==> src/design/vdp_pkg.sv <==
package vdp_pkg;

    // Video memory geometry
    localparam int VRAM_DEPTH = 16384;
    localparam int VRAM_AW    = $clog2(VRAM_DEPTH);
    localparam int PTR_W      = 14;

    // Bus operations
    localparam logic [1:0] OP_CTRL  = 2'd0;
    localparam logic [1:0] OP_WRITE = 2'd1;
    localparam logic [1:0] OP_READ  = 2'd2;

    // Register numbers
    localparam logic [6:0] REG_MODE0   = 7'd0;
    localparam logic [6:0] REG_MODE1   = 7'd1;
    localparam logic [6:0] REG_NAME    = 7'd2;
    localparam logic [6:0] REG_COLOR   = 7'd3;
    localparam logic [6:0] REG_PATTERN = 7'd4;
    localparam logic [6:0] REG_SATTR   = 7'd5;
    localparam logic [6:0] REG_SPAT    = 7'd6;
    localparam logic [6:0] REG_COLORS  = 7'd7;

    // Display modes
    localparam logic [1:0] MODE_G1    = 2'd0;
    localparam logic [1:0] MODE_TEXT  = 2'd1;
    localparam logic [1:0] MODE_G2    = 2'd2;
    localparam logic [1:0] MODE_MULTI = 2'd3;

    // Decoded register state as seen on the result channel
    typedef struct packed {
        logic [1:0] video_mode;
        logic       display_on;
        logic       irq_enable;
        logic [3:0] name_table_base;
        logic [7:0] color_table_base;
        logic [2:0] pattern_table_base;
        logic [6:0] sprite_attr_base;
        logic [2:0] sprite_pattern_base;
        logic [3:0] foreground_color;
        logic [3:0] backdrop_color;
    } t_view;

    // Memory request from the port decode to the video memory
    typedef struct packed {
        logic               wr_en;
        logic [VRAM_AW-1:0] wr_addr;
        logic [7:0]         wr_data;
        logic               rd_en;
        logic [VRAM_AW-1:0] rd_addr;
    } t_mem_req;

    // Result held between pipeline stages
    typedef struct packed {
        t_view view;
        logic  overlay_clear;
        logic  is_read;
    } t_stage;

endpackage

==> src/design/vdp_ctrl.sv <==
module vdp_ctrl (
    input  logic              i_clk,
    input  logic              i_rst_n,
    input  logic              i_accept,
    input  logic [1:0]        i_operation,
    input  logic [7:0]        i_value,
    output vdp_pkg::t_view    o_view,
    output logic              o_overlay_clear,
    output vdp_pkg::t_mem_req o_mem
);
    import vdp_pkg::*;

    logic [7:0]       r_latch,   n_latch;
    logic             r_pending, n_pending;
    logic [PTR_W-1:0] r_wptr,    n_wptr;
    logic [PTR_W-1:0] r_rptr,    n_rptr;
    logic [7:0]       r_reg0,    n_reg0;
    t_view            r_view,    n_view;
    logic             clear;
    logic [6:0]       reg_num;
    logic [1:0]       new_mode;
    logic             mode_write;

    assign reg_num = i_value[6:0];

    // Decode the port access into next register state
    always_comb begin
        n_latch    = r_latch;
        n_pending  = r_pending;
        n_wptr     = r_wptr;
        n_rptr     = r_rptr;
        n_reg0     = r_reg0;
        n_view     = r_view;
        clear      = 1'b0;
        new_mode   = r_view.video_mode;
        mode_write = 1'b0;
        case (i_operation)
            OP_CTRL: begin
                n_pending = ~r_pending;
                if (!r_pending) begin
                    n_latch = i_value;
                    n_wptr  = '0;
                    n_rptr  = '0;
                end else if (i_value[7]) begin
                    case (reg_num)
                        REG_MODE0: begin
                            n_reg0 = r_latch;
                            if (r_latch[1]) begin
                                new_mode   = MODE_G2;
                                mode_write = 1'b1;
                            end
                        end
                        REG_MODE1: begin
                            if (r_latch[3]) begin
                                new_mode   = MODE_MULTI;
                                mode_write = 1'b1;
                            end else if (r_latch[4]) begin
                                new_mode   = MODE_TEXT;
                                mode_write = 1'b1;
                            end else if (!r_reg0[1]) begin
                                new_mode   = MODE_G1;
                                mode_write = 1'b1;
                            end
                            n_view.irq_enable = r_latch[5];
                            n_view.display_on = r_latch[6];
                        end
                        REG_NAME:    n_view.name_table_base     = r_latch[3:0];
                        REG_COLOR:   n_view.color_table_base    = r_latch;
                        REG_PATTERN: n_view.pattern_table_base  = r_latch[2:0];
                        REG_SATTR:   n_view.sprite_attr_base    = r_latch[6:0];
                        REG_SPAT:    n_view.sprite_pattern_base = r_latch[2:0];
                        REG_COLORS: begin
                            n_view.foreground_color = r_latch[7:4];
                            n_view.backdrop_color   = r_latch[3:0];
                        end
                        default: ;
                    endcase
                    if (mode_write) begin
                        n_view.video_mode = new_mode;
                        clear = (new_mode != r_view.video_mode);
                    end
                    if (reg_num == REG_MODE1 && !r_latch[6]) begin
                        clear = 1'b1;
                    end
                end else begin
                    n_wptr = {i_value[5:0], r_latch};
                    n_rptr = {i_value[5:0], r_latch};
                end
            end
            OP_WRITE: n_wptr = r_wptr + PTR_W'(1);
            OP_READ:  n_rptr = r_rptr + PTR_W'(1);
            default: ;
        endcase
    end

    // Commit on each accepted item
    always_ff @(posedge i_clk) begin
        if (!i_rst_n) begin
            r_latch   <= '0;
            r_pending <= 1'b0;
            r_wptr    <= '0;
            r_rptr    <= '0;
            r_reg0    <= '0;
            r_view    <= '{video_mode: MODE_G1, display_on: 1'b1, irq_enable: 1'b0,
                           name_table_base: '0, color_table_base: '0,
                           pattern_table_base: '0, sprite_attr_base: '0,
                           sprite_pattern_base: '0, foreground_color: 4'hF,
                           backdrop_color: 4'h0};
        end else if (i_accept) begin
            r_latch   <= n_latch;
            r_pending <= n_pending;
            r_wptr    <= n_wptr;
            r_rptr    <= n_rptr;
            r_reg0    <= n_reg0;
            r_view    <= n_view;
        end
    end

    // Memory access at the current pointers
    assign o_mem.wr_en   = i_accept && (i_operation == OP_WRITE);
    assign o_mem.wr_addr = r_wptr[VRAM_AW-1:0];
    assign o_mem.wr_data = i_value;
    assign o_mem.rd_en   = i_accept && (i_operation == OP_READ);
    assign o_mem.rd_addr = r_rptr[VRAM_AW-1:0];

    assign o_view          = n_view;
    assign o_overlay_clear = clear;
endmodule

==> config.mk <==
export PLATFORM = sky130hd
export DESIGN_NAME = vdp_ctrl
export DESIGN_NICKNAME = d
export VERILOG_FILES = /design/src/design/vdp_pkg.sv /design/src/design/vdp_ctrl.sv
export SDC_FILE = /design/constraint.sdc
export NUM_CORES = 1
export LEC_CHECK = 0
export BUFFER_PORTS_ARGS = -buffer_cell sky130_fd_sc_hd__buf_2
export CORE_ASPECT_RATIO = 1.1
export CORE_MARGIN = 2
export CORE_UTILIZATION = 59
export DETAILED_ROUTE_END_ITERATION = 12
export GPL_TIMING_DRIVEN = 0
export MAX_ROUTING_LAYER = met4
export PLACE_DENSITY = 0.87
export SETUP_SLACK_MARGIN = 0.2
export SLEW_MARGIN = 20
export SYNTH_ARGS = -nofsm -noshare
export SYNTH_HDL_FRONTEND = slang
export SYNTH_SLANG_ARGS = --single-unit
export TNS_END_PERCENT = 1
==> constraint.sdc <==
create_clock -name i_clk -period 3.3 [get_ports i_clk]
set_input_delay 0.66 -clock i_clk [delete_from_list [all_inputs] [get_ports i_clk]]
set_output_delay 0.66 -clock i_clk [all_outputs]
set_load 0.02 [all_outputs]
Yosys cells after proc, flatten, opt, wreduce, memory -nomap -nowiden
Cells that the tools add are included.
{"block": "word_totals", "register_bits": 76, "out_inout_bits": 76, "wordCells": 78, "in_bits": 13}
{"block": "classes", "eq_ne": 11, "n_bitwise": 1, "addsub": 2, "muxes": 36, "reduce_logical": 13}
{"operator": "37-bit 2-to-1 mux", "n": 3}
{"operator": "14-bit one-hot mux with 2 select lines", "n": 2}
{"operator": "14-bit by 1-bit adder with 14-bit output, second input constant", "n": 2}
{"operator": "7-bit by 3-bit == test with 1-bit output, second input constant", "n": 4}
{"operator": "14-bit 2-to-1 mux", "n": 2}
{"operator": "2-bit 2-to-1 mux", "n": 9}
{"operator": "8-bit 2-to-1 mux", "n": 2}
{"operator": "7-bit by 2-bit == test with 1-bit output, second input constant", "n": 2}
{"operator": "1-bit 2-to-1 mux", "n": 12}
{"operator": "3-bit AND reduction", "n": 3}
{"operator": "7-bit by 1-bit == test with 1-bit output, second input constant", "n": 1}
{"operator": "7-bit logical NOT", "n": 1}
{"operator": "7-bit 2-to-1 mux", "n": 1}
{"operator": "3-bit 2-to-1 mux", "n": 2}
{"operator": "5-bit AND reduction", "n": 1}
{"operator": "4-bit 2-to-1 mux", "n": 1}
{"operator": "2-bit one-hot mux with 2 select lines", "n": 1}
{"operator": "2-bit nonzero test", "n": 2}
{"operator": "1-bit logical AND", "n": 3}
{"operator": "3-bit != test, second input constant", "n": 1}
{"operator": "2-bit by 1-bit == test with 1-bit output, second input constant", "n": 1}
{"operator": "2-bit == test, second input constant", "n": 1}
{"operator": "2-bit logical NOT", "n": 1}
{"operator": "2-bit != test", "n": 1}
{"operator": "4 further kinds", "n": 4}

Logic depth before layout (Yosys ltp)
{"block": "depth", "depth_word": 13, "ltp_mapped": 8, "mapped_depth_nobuf": 6}

Worst setup path after synthesis
OpenSTA, ideal clock, no wires.
{"block": "synth_path", "path_type": "input port to output port", "from": "in i_value[2]", "to": "out o_view[35] in the netlist's numbering", "setup_slack_ns": 0.435, "t_required_ns": 2.640, "stages": 4, "arrival_time_ns": 2.205, "n_path_buf": 0, "path_cell_list": "or4_4 -> nor3_4 -> o2111ai_4 -> o21ai_0"}
{"item": "start: declaration", "line_no": "vdp_ctrl.sv:6", "rtl": "input logic [7:0] i_value,"}
{"item": "end: declaration", "line_no": "vdp_ctrl.sv:7", "rtl": "output vdp_pkg::t_view o_view,"}

==> flow_metrics.tcl <==
set metrics [dict create \
    outcome "complete, no violations" \
    grt_pass1_vias 4328 \
    grt_setup_unrepaired "true" \
    report.final.slew_viol_count 0 \
    hold_buffers 0 \
    ys_warn_count 0 \
    dieArea_sq_um 7810 \
    die_h_um 92.5 \
    hold_path_startpoint "r_view[2]$_SDFFE_PN0P_" \
    leakage_nw 2.05 \
    ys_types 52 \
    num_vias 4561 \
    synth_edf_count 0 \
    avgRoutedWirePerCell_um 17.9 \
    clockRootBuffer "clkbuf_8" \
    end_kind "output port" \
    cp_max_fo 7 \
    synth_common_cells "dfxtp_1 (75), nand2_1 (69), o21ai_0 (45)" \
    rows 32 \
    irDropWorstVdd_mv 0.278 \
    core_sq_um 6970 \
    cellPowerDensity_nw_per_um2 392 \
    route.detailed.drc 0 \
    path_class "in2out" \
    grt_pass1_wl_um 20400 \
    synth_area_per_cell_sq_um 7.94 \
    cts_buffers 9 \
    routed_wl_um 12900 \
    finalHoldViolCount 0 \
    period_share 0.932 \
    die_w_um 84.5 \
    rr_startpoint "r_pending$_SDFFE_PN0P_" \
    layout-drive-gt1-share 0.261 \
    overflow 0 \
    synth_largest_type_area_fraction 0.357 \
    grt_usage 0.335 \
    dp_hpwl_um 9050 \
    cts_sinks 75 \
    met1_usage 0.402 \
    ys_top_cells_by_area "dfxtp_1 (36%), mux2_2 (9.4%), nand2_1 (6.2%)" \
    area_growth_pct 18.1 \
    gp_congestion 0.940 \
    use_met2 0.534 \
    timing.rr.end "r_view[29]$_SDFFE_PN0P_" \
    portBuffers 85 \
    holdWs_ns 0.459 \
    drt_first_iter_violations 402 \
    async_flop_share 0 \
    n_antenna_cell 0 \
    whs_path_depth 2 \
    max_freq_ghz 0.325 \
    start_kind "primary input" \
    clock_latency_ns 0.37 \
    nets 642 \
    yosysMostFrequentCell "dfxtp_1" \
    postSynthNetCount 544 \
    worst_slew_pin_slew_ns 0.827 \
    crit_required_ns 2.64 \
    holdPathEnd "r_view[2]$_SDFFE_PN0P_" \
    yosysTopAreaCell "dfxtp_1" \
    cp.arrival_ns 2.42 \
    rr_worst_depth 6 \
    cts_tree "yes" \
    setup_viol 0 \
    htree_levels 3 \
    use_met3 0.0472 \
    r2r_slack_ns 1.24 \
    drv_cap 0 \
    ios 89 \
    path_clk_slew_ns 0.09 \
    busiest_layer "met2" \
    n_fill_cell 564 \
    antenna_left 0 \
    dr.pass1.iters 6 \
    worst_hold_path_type "reg2reg" \
    syn_inst 529 \
    synth-seq-cells 75 \
    synth_ff_type "dfxtp_1" \
    tns_ns 0 \
    initial_utilization 0.603 \
    layout_min_cycle_time_ns 3.08 \
    grt_max_degree 16 \
    cts_buffer_depth 2 \
    finalClockSkew_ns 0.0105 \
    antenna_found_initial 0 \
    via_per_inst 6.36 \
    synth_area_sq_um 4200 \
    max-slew-margin-rel 0.444 \
    yosysSeqAreaShare 0.357 \
]
-- how the worst max path moves through the flow --
stage	from	slack (ns)	end	cells past startpoint
floorplan	i_value[2]	0.44	o_view[35]	4
global placement	i_value[2]	0.19	o_view[36]	7
detailed placement	i_value[2]	0.18	o_view[36]	7
CTS	i_value[2]	0.18	o_view[32]	5
global route	i_value[2]	0.15	o_view[35]	8
finish	i_value[2]	0.22	o_view[35]	8
-- flip-flops by register name (all words and copies together) (netlist names) --
register   count
r_wptr        14
r_view        37
r_rptr        14
r_reg0         1
r_latch        8
r_pending      1
-- routing by layer --
| metal | part of all wire | routed length, um |
|---|---|---|
| met5 | 0 | 0 |
| met4 | 0.041 | 533 |
| met3 | 0.093 | 1200 |
| met2 | 0.47 | 6070 |
| met1 | 0.39 | 5060 |
-- placed cells by master (no fill, tap or decap), drive strengths merged, types with 5 or more instances in the layout --
cell / n
and3: 8
nor2b: 9
buf: 103
nor2: 35
nand2b: 5
mux2i: 10
and2: 7
a21oi: 43
nor3: 13
nand2: 69
o21ai: 47
o22ai: 6
inv: 8
clkbuf: 43
dfxtp: 75
and4: 5
nand3: 40
mux2: 35
nand4: 5
a311oi: 6
o221a: 5
a31oi: 11
-- cell type report --
type / count / area (sq um) / area share
Buffer: 50 / 226 / 0.0457
Clock buffer: 9 / 124 / 0.0250
Clock inverter: 7 / 82.6 / 0.0167
Inverter: 4 / 15.0 / 0.00303
Multi-Input combinational cell: 400 / 2460 / 0.497
Sequential cell: 75 / 1500 / 0.303
Tap cell: 85 / 106 / 0.0214
Timing Repair Buffer: 87 / 440 / 0.0888
-- repair_timing --
action	in CTS	in global routing
gates cloned	0	0
endpoints found under the hold margin	0	0
setup buffers	2	0
gates resized for setup	0	1
setup endpoints to repair	5	16
pin swaps	1	0
-- report_power, final --
part           total (mW)  switching [mW]  internal [mW]
Sequential          0.947          0.0230          0.924
Combinational       0.236           0.162         0.0739
Clock               0.762           0.399          0.362
Total                1.95           0.585           1.36
-- logic make-up (layout without fill, tap and decap cells) --
group | after synthesis | count (layout) | synth area share
adders and majority gates | 2 | 2 | 0.00596
buffers and inverters | 54 | 157 | 0.0575
DFF | 75 | 75 | 0.357
AOI/OAI and AO/OA | 146 | 146 | 0.221
and+or+nand+nor | 207 | 207 | 0.240
muxes | 45 | 45 | 0.118
-- through the flow --
step | power (mW) | instance area [sq um] | instances | utilization | setup WS [ns]
floorplan | 1.11 | 4200 | 529 | - | 0.435
global placement | 1.19 | 4730 | 699 | 0.679 | 0.195
detailed placement | 1.20 | 4730 | 699 | 0.679 | 0.177
CTS | 1.94 | 4950 | 717 | 0.711 | 0.177
global route | 2.00 | 4960 | 717 | 0.712 | 0.149
finish | 1.95 | 4960 | 717 | 0.712 | 0.223
-- worst max-delay path, stage by stage --
cell,delay (ns)
buf_2,0.16
or4_4,0.59
nor3_4,0.26
buf_4,0.18
a22o_1,0.14
nand2_1,0.05
o21ai_0,0.18
buf_2,0.19
(Power assumes the default switching activity.)
